$ cat src/hw/rtl/imu_pkg.sv
// Shared types and constants for the IMU serial frame decoder.
// Used by imu_frame_collect, imu_frame_scale and the top level; no dependencies.
package imu_pkg;

   localparam int FRAME_LENGTH = 11;
   localparam int BUF_DEPTH    = FRAME_LENGTH - 1;

   localparam logic [7:0] HEADER_BYTE = 8'h55;
   localparam logic [7:0] TYPE_ACCEL  = 8'h51;
   localparam logic [7:0] TYPE_RATE   = 8'h52;
   localparam logic [7:0] TYPE_ANGLE  = 8'h53;

   typedef enum logic [1:0] {
      KIND_ACCEL = 2'd0,
      KIND_RATE  = 2'd1,
      KIND_ANGLE = 2'd2
   } imu_kind_type;

   // Raw contents of one complete frame, ready for scaling
   typedef struct packed {
      imu_kind_type       kind;
      logic signed [15:0] raw_x;
      logic signed [15:0] raw_y;
      logic signed [15:0] raw_z;
      logic signed [15:0] raw_t;
   } imu_frame_type;

endpackage

$ cat src/hw/rtl/imu_serial_frame_decoder.sv
// Top level of the IMU serial frame decoder: byte collector followed by the scaling stage.
// Depends on imu_pkg, imu_frame_collect and imu_frame_scale.
//
//   channel   handshake             payload
//   req       req_valid/req_ready   req_rx_byte[7:0]
//   rsp       rsp_valid/rsp_ready   rsp_packet_kind, rsp_axis_x/y/z, rsp_temperature
//
// One byte is taken every cycle while req_ready is high; the checksum byte of a known frame
// type yields a result through the frame register, then the result register.
// Reset clears the byte count and both valid flags; the frame buffer is not cleared.
// A stalled result holds in the result register while a second frame waits in the
// frame register; bytes keep flowing until that frame register is also occupied.
module imu_serial_frame_decoder (
   input  logic               clock,
   input  logic               reset,
   input  logic               req_valid,
   output logic               req_ready,
   input  logic [7:0]         req_rx_byte,
   output logic               rsp_valid,
   input  logic               rsp_ready,
   output logic [1:0]         rsp_packet_kind,
   output logic signed [19:0] rsp_axis_x,
   output logic signed [19:0] rsp_axis_y,
   output logic signed [19:0] rsp_axis_z,
   output logic signed [16:0] rsp_temperature
);
   import imu_pkg::*;

   logic          frame_valid;
   logic          frame_ready;
   imu_frame_type frame;

   imu_frame_collect u_collect (
      .clock       (clock),
      .reset       (reset),
      .req_valid   (req_valid),
      .req_ready   (req_ready),
      .req_rx_byte (req_rx_byte),
      .frame_valid (frame_valid),
      .frame       (frame),
      .frame_ready (frame_ready)
   );

   imu_frame_scale u_scale (
      .clock           (clock),
      .reset           (reset),
      .frame_valid     (frame_valid),
      .frame           (frame),
      .frame_ready     (frame_ready),
      .rsp_valid       (rsp_valid),
      .rsp_ready       (rsp_ready),
      .rsp_packet_kind (rsp_packet_kind),
      .rsp_axis_x      (rsp_axis_x),
      .rsp_axis_y      (rsp_axis_y),
      .rsp_axis_z      (rsp_axis_z),
      .rsp_temperature (rsp_temperature)
   );

endmodule

$ cat src/hw/rtl/imu_frame_collect.sv
// Byte collector: hunts for the header, buffers a frame and registers its raw words.
// Depends on imu_pkg.
module imu_frame_collect (
   input  logic                   clock,
   input  logic                   reset,
   input  logic                   req_valid,
   output logic                   req_ready,
   input  logic [7:0]             req_rx_byte,
   output logic                   frame_valid,
   output imu_pkg::imu_frame_type frame,
   input  logic                   frame_ready
);
   import imu_pkg::*;

   localparam logic [3:0] LAST_INDEX = 4'(FRAME_LENGTH - 1);

   logic [3:0]    byte_count_ff, byte_count_in;
   logic [7:0]    frame_buf_ff [BUF_DEPTH];
   logic          frame_valid_ff, frame_valid_in;
   imu_frame_type frame_ff, frame_in;
   logic          accept;
   logic          is_last;
   logic          drop_byte;
   logic          store_byte;
   logic          kind_known;
   imu_kind_type  kind;

   assign req_ready   = !frame_valid_ff || frame_ready;
   assign accept      = req_valid && req_ready;
   assign is_last     = (byte_count_ff == LAST_INDEX);
   assign drop_byte   = (byte_count_ff == 4'd0) && (req_rx_byte != HEADER_BYTE);
   assign store_byte  = accept && !drop_byte && !is_last;
   assign frame_valid = frame_valid_ff;
   assign frame       = frame_ff;

   always_comb begin
      case (frame_buf_ff[1])
         TYPE_ACCEL: begin
            kind       = KIND_ACCEL;
            kind_known = 1'b1;
         end
         TYPE_RATE: begin
            kind       = KIND_RATE;
            kind_known = 1'b1;
         end
         TYPE_ANGLE: begin
            kind       = KIND_ANGLE;
            kind_known = 1'b1;
         end
         default: begin
            kind       = KIND_ACCEL;
            kind_known = 1'b0;
         end
      endcase
   end

   always_comb begin
      frame_in.kind  = kind;
      frame_in.raw_x = {frame_buf_ff[3], frame_buf_ff[2]};
      frame_in.raw_y = {frame_buf_ff[5], frame_buf_ff[4]};
      frame_in.raw_z = {frame_buf_ff[7], frame_buf_ff[6]};
      frame_in.raw_t = {frame_buf_ff[9], frame_buf_ff[8]};
   end

   always_comb begin
      byte_count_in  = byte_count_ff;
      frame_valid_in = frame_valid_ff && !frame_ready;
      if (accept && !drop_byte) begin
         if (is_last) begin
            // checksum byte closes the frame; unknown types are dropped
            byte_count_in  = 4'd0;
            frame_valid_in = frame_valid_in || kind_known;
         end else begin
            byte_count_in = byte_count_ff + 4'd1;
         end
      end
   end

   always_ff @(posedge clock) begin
      if (reset) begin
         byte_count_ff  <= 4'd0;
         frame_valid_ff <= 1'b0;
      end else begin
         byte_count_ff  <= byte_count_in;
         frame_valid_ff <= frame_valid_in;
      end
   end

   always_ff @(posedge clock) begin
      if (store_byte) begin
         frame_buf_ff[byte_count_ff] <= req_rx_byte;
      end
      if (accept && !drop_byte && is_last) begin
         frame_ff <= frame_in;
      end
   end

`ifndef SYNTHESIS
   a_count_range: assert property (@(posedge clock) disable iff (reset)
      byte_count_ff <= LAST_INDEX)
      else $error("byte count beyond frame length");

   a_frame_hold: assert property (@(posedge clock) disable iff (reset)
      frame_valid_ff && !frame_ready |=> frame_valid_ff && $stable(frame_ff))
      else $error("stalled frame lost or changed");

   a_hunt_drop: assert property (@(posedge clock) disable iff (reset)
      accept && drop_byte |=> byte_count_ff == 4'd0)
      else $error("non-header byte started a frame");

   a_last_wrap: assert property (@(posedge clock) disable iff (reset)
      accept && is_last |=> byte_count_ff == 4'd0)
      else $error("count did not wrap after checksum byte");
`endif

endmodule

$ cat src/hw/rtl/imu_frame_scale.sv
// Scaling stage: converts raw frame words to Q8 values and holds the result register.
// Depends on imu_pkg.
module imu_frame_scale (
   input  logic                     clock,
   input  logic                     reset,
   input  logic                     frame_valid,
   input  imu_pkg::imu_frame_type   frame,
   output logic                     frame_ready,
   output logic                     rsp_valid,
   input  logic                     rsp_ready,
   output logic [1:0]               rsp_packet_kind,
   output logic signed [19:0]       rsp_axis_x,
   output logic signed [19:0]       rsp_axis_y,
   output logic signed [19:0]       rsp_axis_z,
   output logic signed [16:0]       rsp_temperature
);
   import imu_pkg::*;

   // floor(t*64/85): bias the numerator positive, then multiply by a rounded-up
   // reciprocal; the reciprocal error times the largest numerator stays below 2^30
   localparam int TEMP_DIV    = 85;
   localparam int TEMP_K      = 24673;
   localparam int TEMP_BIAS   = TEMP_DIV * TEMP_K;
   localparam int TEMP_SHIFT  = 30;
   localparam int TEMP_RECIP  = ((1 << TEMP_SHIFT) + TEMP_DIV - 1) / TEMP_DIV;
   localparam int TEMP_OFFSET = 9280;
   localparam int TEMP_ADJ    = TEMP_K - TEMP_OFFSET;

   function automatic logic signed [19:0] scale_axis(imu_kind_type kind,
                                                     logic signed [15:0] raw);
      logic signed [22:0] rate_prod;
      logic signed [21:0] angle_prod;
      logic signed [19:0] res;
      rate_prod  = 23'(raw) * 23'sd125;
      angle_prod = 22'(raw) * 22'sd45;
      case (kind)
         KIND_ACCEL: res = 20'(raw >>> 3);
         KIND_RATE:  res = 20'(rate_prod >>> 3);
         KIND_ANGLE: res = 20'(angle_prod >>> 5);
         default:    res = '0;
      endcase
      return res;
   endfunction

   logic               rsp_valid_ff;
   logic [1:0]         kind_ff;
   logic signed [19:0] axis_x_ff, axis_y_ff, axis_z_ff;
   logic signed [16:0] temp_ff, temp_in;
   logic [23:0]        temp_biased;
   logic [22:0]        temp_num;
   logic [46:0]        temp_prod;
   logic [16:0]        temp_quot;
   logic               load;

   assign frame_ready = !rsp_valid_ff || rsp_ready;
   assign load        = frame_valid && frame_ready;

   always_comb begin
      temp_biased = {{2{frame.raw_t[15]}}, frame.raw_t, 6'b0} + 24'(TEMP_BIAS);
      temp_num    = temp_biased[22:0];
      temp_prod   = 47'(temp_num) * 47'(TEMP_RECIP);
      temp_quot   = temp_prod[46:TEMP_SHIFT];
      temp_in     = 17'(temp_quot - 17'(TEMP_ADJ));
   end

   always_ff @(posedge clock) begin
      if (reset) begin
         rsp_valid_ff <= 1'b0;
      end else if (frame_ready) begin
         rsp_valid_ff <= frame_valid;
      end
   end

   always_ff @(posedge clock) begin
      if (load) begin
         kind_ff   <= 2'(frame.kind);
         axis_x_ff <= scale_axis(frame.kind, frame.raw_x);
         axis_y_ff <= scale_axis(frame.kind, frame.raw_y);
         axis_z_ff <= scale_axis(frame.kind, frame.raw_z);
         temp_ff   <= temp_in;
      end
   end

   assign rsp_valid       = rsp_valid_ff;
   assign rsp_packet_kind = kind_ff;
   assign rsp_axis_x      = axis_x_ff;
   assign rsp_axis_y      = axis_y_ff;
   assign rsp_axis_z      = axis_z_ff;
   assign rsp_temperature = temp_ff;

`ifndef SYNTHESIS
   a_load_shows: assert property (@(posedge clock) disable iff (reset)
      load |=> rsp_valid_ff)
      else $error("loaded frame did not reach the result register");

   a_temp_range: assert property (@(posedge clock) disable iff (reset)
      rsp_valid_ff |-> temp_ff >= -17'sd15393 && temp_ff <= 17'sd33951)
      else $error("temperature out of range");

   a_accel_range: assert property (@(posedge clock) disable iff (reset)
      rsp_valid_ff && kind_ff == KIND_ACCEL |->
         axis_x_ff >= -20'sd4096 && axis_x_ff <= 20'sd4095)
      else $error("acceleration value out of range");
`endif

endmodule

$ cat config.mk
export PLATFORM = sky130hd
export DESIGN_NAME = imu_serial_frame_decoder
export DESIGN_NICKNAME = d
export VERILOG_FILES = /design/src/hw/rtl/imu_pkg.sv /design/src/hw/rtl/imu_serial_frame_decoder.sv /design/src/hw/rtl/imu_frame_collect.sv /design/src/hw/rtl/imu_frame_scale.sv
export SDC_FILE = /design/constraint.sdc
export NUM_CORES = 1
export LEC_CHECK = 0
export BUFFER_PORTS_ARGS = -buffer_cell sky130_fd_sc_hd__buf_2
export CAP_MARGIN = 40
export CORE_UTILIZATION = 55
export DETAILED_ROUTE_END_ITERATION = 16
export HOLD_SLACK_MARGIN = 0.15
export PLACE_DENSITY = 0.75
export SYNTH_ARGS = -nofsm -noshare
export SYNTH_HDL_FRONTEND = slang
export SYNTH_SLANG_ARGS = --single-unit
$ cat constraint.sdc
create_clock -name clock -period 17.35 [get_ports clock]
set_clock_uncertainty 0.1 [all_clocks]
set_input_delay 1.735 -clock clock [delete_from_list [all_inputs] [get_ports clock]]
set_output_delay 1.735 -clock clock [all_outputs]
set_load 0.05 [all_outputs]
; Yosys cells after proc, flatten, opt, wreduce, memory -nomap -nowiden
; Memory sizes are Yosys's and may differ from the RTL's. A register that Yosys moved wholly into a read port is not among the register bits.
; Index checks and enable logic that the tools add are counted.
[word_totals]
n_memories = 1
ramBits = 80
reg_bits = 87
rom_bits = 0
out_inout_bits = 81
word_cells = 55
inputBits = 12
latchBits = 0
[classes]
muxes = 10
div = 0
n_mul = 7
n_lt_le_gt_ge = 0
n_shift = 0
bitwise = 0
n_eq_ne = 7
n_reduce_logical = 18
n_addsub = 3
[mem_list]
columns = memory, words, word_bits, read_ports, rd_clocked_by_memory_dff, write_ports, line
row1 = u_collect.frame_buf_ff, 10, 8, 9, 8, 1, imu_frame_collect.sv:18  ; logic [7:0] frame_buf_ff [BUF_DEPTH];
[ops]
columns = cell, count
row1 = $pmux 20 s3, 3
row2 = $mul 16x8->23 const B, 3
row3 = $mul 16x7->22 const B, 3
row4 = $mul 23x24->47 const B, 1
row5 = $eq 8x7->1 const B, 3
row6 = $add 22x23->23 const B, 1
row7 = $sub 17x14->17 const B, 1
row8 = $ne 8x7->1 const B, 1
row9 = $logic_and 1x1->1, 7
row10 = $logic_not 1->1, 5
row11 = $mux 1, 5
row12 = $add 4x1->4 const B, 1
row13 = $eq 4x4->1 const B, 1
row14 = $logic_not 4->1, 1
row15 = $mux 4, 1
row16 = $pmux 2 s2, 1
row17 = $logic_or 1x1->1, 3
row18 = $reduce_or 3->1, 1
row19 = $eq 2x1->1 const B, 1
row20 = $eq 2x2->1 const B, 1
row21 = $logic_not 2->1, 1

; Longest topological paths before layout
; Gate-level depths: netlist of run 1.
[depth]
ltp_word = 8
depth_mapped = 28
depth_no_buf = 28

; Hierarchy
; A second synthesis of run 1 with hierarchy kept.
[hier_totals]
cells_unflattened = 2283
area_unflattened_um2 = 25400.6
[by_module_without_submodules]
columns = mod, seq_area_each_um2, cells_each, instances, area_each_um2
row1 = imu_frame_scale, 2392.3, 2095, 1, 20885.0
row2 = imu_frame_collect, 4244.1, 188, 1, 4515.6

; Worst setup path after synthesis of run 1
; OpenSTA, ideal clock, no wires.
[synth_path]
path_type = input -> register
startpoint = input rsp_ready
endpoint = register u_collect.frame_valid_ff, in the netlist u_collect.frame_valid
t_required_ns = 17.165
setup_ns = 0.085
arrival_time_ns = 7.693
path_slack_ns = 9.472
cell_stages = 7
n_path_buf = 0
path_cell_list = nor2b_1 > nand2_1 > and2_1 > nand2_1 > nor3_1 > o211ai_1 > a21oi_1
[synth_via]
word_cells_on_any_way = 9
cone_classes = mux (2) / reduce/logical (7)
[synth_rtl]
columns = item, line
row1 = from (decl), imu_serial_frame_decoder.sv:20  ; input logic rsp_ready,
row2 = $logic_or 1x1->1, imu_frame_scale.sv:55  ; assign frame_ready = !rsp_valid_ff || rsp_ready;
row3 = $logic_or 1x1->1, imu_frame_collect.sv:28  ; assign req_ready = !frame_valid_ff || frame_ready;
row4 = net req_ready, imu_serial_frame_decoder.sv:17  ; output logic req_ready,
row5 = $logic_and 1x1->1, imu_frame_collect.sv:29  ; assign accept = req_valid && req_ready;
row6 = $logic_and 1x1->1, imu_frame_collect.sv:68  ; if (accept && !drop_byte) begin
row7 = $mux 1, imu_frame_collect.sv:68
row8 = to (signal assigned), imu_frame_collect.sv:85  ; frame_valid_ff <= frame_valid_in;
row9 = to (decl), imu_frame_collect.sv:19  ; logic frame_valid_ff, frame_valid_in;
; The timed path passes the listed nets, and every way through them passes these cells.
; A chain may end at the register's enable or synchronous reset.

; Worst setup path in the final report of run 1
[layout_path]
startpoint = register u_collect.frame[0] (netlist name)
endpoint = register u_scale.temp_ff[15], in the netlist u_scale.rsp_temperature[15], data pin
[layout_via]
elab_chain_len = 3
[layout_lines]
columns = item, line
row1 = $add 22x23->23, imu_frame_scale.sv:59  ; temp_biased = {{2{frame.raw_t[15]}}, frame.raw_t, 6'b0} + 24'(TEMP_BIAS);
row2 = $mul 23x24->47, imu_frame_scale.sv:61  ; temp_prod = 47'(temp_num) * 47'(TEMP_RECIP);
row3 = $sub 17x14->17, imu_frame_scale.sv:63  ; temp_in = 17'(temp_quot - 17'(TEMP_ADJ));
row4 = net u_scale.temp_in[15], imu_frame_scale.sv:48  ; logic signed [16:0] temp_ff, temp_in;
row5 = to (signal assigned), imu_frame_scale.sv:80  ; temp_ff <= temp_in;
row6 = to (decl), imu_frame_scale.sv:48
; The timed path passes the listed nets, and every way through them passes these cells.

==> results.json, run 1 <==
{
  "status": "finished, final reports clean",
  "die_w_um": 216.4,
  "grt_max_degree": 55,
  "crit_required_ns": 17.56,
  "min_period_ns": 6.993,
  "start_util_pct": 55.73,
  "avgRoutedWirePerCell_um": 18.03,
  "clk_pin_slew_ns": 0.06,
  "post-cts-setup-buffers": 0,
  "fmax_mhz": 143.0,
  "postPlaceCellArea_um2": 26510,
  "yosysTopAreaCell": "edfxtp_1",
  "grt_usage_pct": 24.08,
  "critPathMaxFanout": 10,
  "clk_latency_ns": 0.57,
  "grt-ovfl-total": 0,
  "cap_violations": 0,
  "worst_pin_slew_ns": 0.8414,
  "critPathCaptureType": "register",
  "core_area_um2": 45380,
  "grt_pass1_vias": 17960,
  "ys_seq_area_share_pct": 26.24,
  "crit_type": "register to register",
  "start_kind": "register",
  "rows": 78,
  "routed_via_density": 5.571,
  "drtIter0Drc": 981,
  "arrival_ns": 7.21,
  "synth-seq-cells": 223,
  "drive_gt1_share_pct": 7.509,
  "synth_area_um2": 25290,
  "num_vias": 16700,
  "ys.warnings.count": 0,
  "stdcell_count": 2997,
  "hold_class": "register to register",
  "drc_errors": 0,
  "ctsHoldBuffers": 0,
  "die_h_um": 216.4,
  "cts_made_buffers": 27,
  "syn2layout_area_growth_pct": 8.123,
  "avgSynthCellArea_um2": 11.13,
  "finalNetCount": 3114,
  "n_antenna_cell": 0,
  "maxSlewViolCount": 0,
  "antenna_left": 0,
  "dieArea_um2": 46850,
  "synth-edff-count": 217,
  "stdcell_area_um2": 27350,
  "antenna_found_initial": 0,
  "ys_async_sr_fraction_pct": 0,
  "synthTopCellsByCount": "inv_1 (470), ha_1 (421), fa_1 (304)",
  "syn_nets": 3010,
  "vdd_drop_max_mv": 0.07616,
  "yosysUniqueCellTypes": 81,
  "netlist_instances": 2273,
  "slew_headroom_pct": 43.70,
  "cts_root_buf": "clkbuf_16",
  "rsz0062_at_grt": "false",
  "pin_count": 93,
  "post-route-period-util_pct": 40.30,
  "synthFlopType": "edfxtp_1",
  "dp.cells": 2948,
  "p_leak_nw": 12.95,
  "cellPowerDensity_nw_per_um2": 41.27,
  "hpwl_mm": 43.03,
  "setup_tns_ns": 0,
  "synth.most_common_cell": "inv_1",
  "drt-total-wl_mm": 54.03,
  "postCtsResizedCells": 0,
  "cts_tree": "done",
  "cts_buffer_depth": 3,
  "htreeDepth": 1,
  "synth_area_leaders": "edfxtp_1 (26%), fa_1 (24%), ha_1 (21%)",
  "final_hold_viol_count": 0,
  "grt_pass1_wl_mm": 90.16,
  "cts_sinks": 223,
  "gp_congestion": 0.9115,
  "setup_violations": 0,
  "drt_first_pass_iters": 5,
  "io_buffers": 92,
  "synth_top_cell_area_share_pct": 25.76
}
## layout make-up
class                           count  area (µm²)
Fill cell                        3635       18030
Multi-Input combinational cell   1548       16770
Sequential cell                   223        6636
Inverter                          470        1764
Tap cell                          600       750.7
Clock buffer                       29       683.2
Timing Repair Buffer              107       590.6
Clock inverter                     20       155.1
## kinds of logic (layout without fill, tap and decap cells)
| family | after synthesis | in the layout | share of synthesized area [%] |
|---|---|---|---|
| buffers and inverters | 502 | 626 | 7.529 |
| adders and majority gates | 725 | 725 | 44.89 |
| AOI/OAI and AO/OA | 340 | 340 | 8.979 |
| and+or+nand+nor | 321 | 321 | 6.515 |
| DFF | 223 | 223 | 26.24 |
| muxes | 33 | 33 | 1.321 |
| xor gates and xnor gates | 129 | 129 | 4.527 |
## per-stage QoR
step / power (mW) / util (%) / hold WS [ns] / setup slack (ns)
detailed placement: 0.6036 / 58.41 / 0.3045 / 10.42
finish: 1.129 / 60.26 / 0.3098 / 10.36
global route: 1.157 / 60.26 / 0.3194 / 9.944
CTS: 1.141 / 60.26 / 0.3125 / 10.40
floorplan: 0.5966 / - / 0.3003 / 9.472
global placement: 0.6036 / 58.34 / 0.3016 / 10.55
## cells in the final DEF (no fill, tap or decap), drive strengths merged, types with 12 or more instances in the layout
cell type	Yosys	routed
fa	304	304
ha	421	421
edfxtp	217	217
o22ai	39	39
o21a	16	16
xnor2	84	84
nor3	45	45
buf	12	107
xor2	44	44
nor2	84	84
nor2b	17	17
inv	470	476
clkbuf	20	29
and2	17	17
mux2i	30	30
o21ai	51	51
a21oi	90	90
a211oi	12	12
nand2	56	56
a21o	46	46
nand3	31	31
## routing by layer
| layer | track usage, % | share of wire [%] | vias to the layer above |
|---|---|---|---|
| met1 | 32.39 | 44 | 8320 |
| met4 | 6.761 | 2.3 | 0 |
| li1 | - | - | 7919 |
| met3 | 2.807 | 5.0 | 76 |
| met2 | 41.12 | 48 | 380 |
| met5 | 0 | 0 | - |
## sequential cells by signal (all words and copies together) (netlist names)
register,flops
u_collect.frame_buf_ff,72
u_collect.frame,66
u_scale.rsp_axis_x,20
u_scale.rsp_axis_y,20
u_scale.rsp_axis_z,20
u_scale.rsp_temperature,17
u_collect.byte_count_ff,4
u_scale.rsp_packet_kind,2
u_collect.frame_valid,1
u_scale.rsp_valid,1
## report_power, final
part,internal (mW),total (mW),switching [mW]
Clock,0.303,0.536,0.234
Sequential,0.585,0.585,0.0000275
Combinational,0.00122,0.00787,0.00664
Total,0.888,1.13,0.240
## path summary, 6_finish.rpt
path / startpoint / to / slack, ns / cells past startpoint
worst min-delay path: u_collect.frame_buf_ff[2][7]$_DFFE_PP_ / u_collect.frame[55]$_DFFE_PP_ / 0.31 / 0
worst max-delay path: u_collect.frame[0]$_DFFE_PP_ / u_scale.rsp_temperature[15]$_DFFE_PP_ / 10.36 / 21
worst max register to register: u_collect.frame[0]$_DFFE_PP_ / u_scale.rsp_temperature[15]$_DFFE_PP_ / 10.36 / 21
worst min register to register: u_collect.frame_buf_ff[2][7]$_DFFE_PP_ / u_collect.frame[55]$_DFFE_PP_ / 0.31 / 0
## worst max-delay path: stages, from the launching register on
cell       delay (ns)
edfxtp_1         0.64
inv_1            0.21
ha_1             0.40
xnor2_1          0.32
ha_1             0.33
fa_1             0.54
inv_1            0.05
fa_1             0.50
inv_1            0.05
ha_1             0.29
ha_1             0.35
a21oi_1          0.18
o21ai_1          0.10
a311oi_2         0.31
nor3_1           0.16
or4_1            0.57
and2_4           0.21
a2111oi_4        0.39
o221ai_2         0.24
a2111oi_2        0.41
and4b_1          0.25
xnor2_1          0.12
Power figures use the tool's default switching activity.
==> run 2: changes to the inputs <==
Settings changed: PLACE_DENSITY 0.75 to 0.78.
Clock period 17.35 ns to 6.2 ns, I/O delays scaled along.
==> results.json, run 2 (synthesis gave the netlist of run 1 again) <==
{
  "drtIter0Drc": 1048,
  "fin_ws_ns": -0.3272,
  "routed_via_density": 5.652,
  "drive_gt1_share_pct": 13.66,
  "cts_sinks": 223,
  "pin_count": 93,
  "clk_latency_ns": 0.57,
  "fmax_mhz": 153.2,
  "violations": "negative setup slack",
  "final.fill_count": 3421,
  "arrival_ns": 6.74,
  "drt-total-wl_mm": 58.13,
  "die_w_um": 216.4,
  "avgRoutedWirePerCell_um": 18.86,
  "grt_pass1_wl_mm": 93.60,
  "htreeDepth": 1,
  "cts_made_buffers": 27,
  "grt_usage_pct": 25.28,
  "dieArea_um2": 46850,
  "fin_total_pwr_mw": 3.312,
  "final_cell_mix": "inv_1 (460), ha_1 (393), fa_1 (302)",
  "start_kind": "register",
  "die_h_um": 216.4,
  "path_cells": "buf_6 -> ha_4 -> fa_1 -> fa_2 -> inv_2 -> fa_1 -> fa_1 -> ha_4 -> ha_4 -> nand4_1 -> nor4_2 -> nand4_1 -> o32ai_4 -> buf_4 -> or4_4 -> and2_4 -> mux2i_4 -> o221ai_2 -> a2111oi_2 -> and4b_1 -> xnor2_1",
  "status": "finished with violations",
  "io_buffers": 92,
  "worst_pin_slew_ns": 0.8968,
  "cts_tree": "done",
  "crit_buf_inv": 3,
  "slew_headroom_pct": 40.02,
  "grt-ovfl-total": 0,
  "core_area_um2": 45380,
  "post-route-period-util_pct": 105.3,
  "rows": 78,
  "ctsHoldBuffers": 0,
  "cts_root_buf": "clkbuf_16",
  "cts_buffer_depth": 3,
  "vdd_drop_max_mv": 0.2191,
  "final_hold_viol_count": 0,
  "whs_ns": 0.1994,
  "start_util_pct": 55.73,
  "max_stage_delay_ns": 0.59,
  "hpwl_mm": 44.49,
  "top_register": "u_collect.frame_buf_ff",
  "final_common_cell": "inv_1",
  "crit_required_ns": 6.41,
  "setup_violations": 3,
  "antenna_left": 0,
  "slowest_stage": "fa_2",
  "num_vias": 17420,
  "multi_input_area_um2": 17330,
  "cellPowerDensity_nw_per_um2": 115.7,
  "final-seq-area_um2": 6636,
  "critPathMaxFanout": 3,
  "largest_reg_flops": 72,
  "clk_pin_slew_ns": 0.06,
  "gp_congestion": 0.9082,
  "critPathCaptureType": "register",
  "finalNetCount": 3198,
  "syn2layout_area_growth_pct": 13.21,
  "grt_pass1_vias": 18490,
  "crit_type": "register to register",
  "maxSlewViolCount": 0,
  "min_period_ns": 6.527,
  "drt_first_pass_iters": 5,
  "cp_top_family": "adder cells",
  "drc_errors": 0,
  "setup_tns_ns": -0.4701,
  "grt_max_degree": 54,
  "p_leak_nw": 13.43,
  "cap_violations": 0,
  "hold_class": "input pin to register",
  "antenna_found_initial": 4,
  "n_antenna_cell": 0,
  "rsz0062_at_grt": "true"
}
-- run 2: timing repair --
action / CTS / global route
pin swaps: 6 / 52
gates resized for setup: 15 / 67
cloned: 0 / 0
setup endpoints to repair: 4 / 11
setup buffers: 1 / 15
-- run 2: stage by stage --
| step | instances | util (%) | cell area (µm²) | setup slack, ns |
|---|---|---|---|---|
| floorplan | 2273 | - | 25350 | 0.005892 |
| global placement | 3014 | 59.61 | 27050 | -0.1402 |
| detailed placement | 3016 | 59.66 | 27070 | -0.2195 |
| CTS | 3067 | 61.90 | 28090 | -0.1423 |
| global route | 3082 | 63.10 | 28630 | -0.4931 |
| finish | 3082 | 63.10 | 28630 | -0.3272 |
-- run 2: final timing paths --
kind	startpoint	to	slack [ns]	depth (start not counted)
max reg2reg	u_collect.frame[9]$_DFFE_PP_	u_scale.rsp_temperature[15]$_DFFE_PP_	-0.33	21
min	reset	u_collect.byte_count_ff[1]$_SDFFE_PP0P_	0.20	2
min reg2reg	u_collect.frame_buf_ff[5][6]$_DFFE_PP_	u_collect.frame[46]$_DFFE_PP_	0.31	0
max	u_collect.frame[9]$_DFFE_PP_	u_scale.rsp_temperature[15]$_DFFE_PP_	-0.33	21
-- run 2: power breakdown --
group / total, mW / leakage [nW] / switching, mW / internal (mW)
Sequential: 1.64 / 2.00 / 0.0000749 / 1.64
Combinational: 0.0225 / 11.0 / 0.0191 / 0.00341
Clock: 1.65 / 0.450 / 0.681 / 0.973
-- run 2: cell type report --
type | count | area share (%)
Multi-Input combinational cell | 1548 | 60.51
Inverter | 470 | 6.161
Clock inverter | 18 | 0.7254
Timing Repair Buffer | 191 | 4.278
Sequential cell | 223 | 23.18
Tap cell | 600 | 2.622
Clock buffer | 32 | 2.530
-- run 2: routing by layer --
| layer | GRT usage [%] | vias up | wire length (µm) |
|---|---|---|---|
| li1 | - | 8097 | - |
| met4 | 9.202 | 0 | 2036 |
| met3 | 4.477 | 130 | 3908 |
| met5 | 0 | - | 0 |
| met1 | 32.67 | 8660 | 24110 |
| met2 | 42.60 | 531 | 28070 |
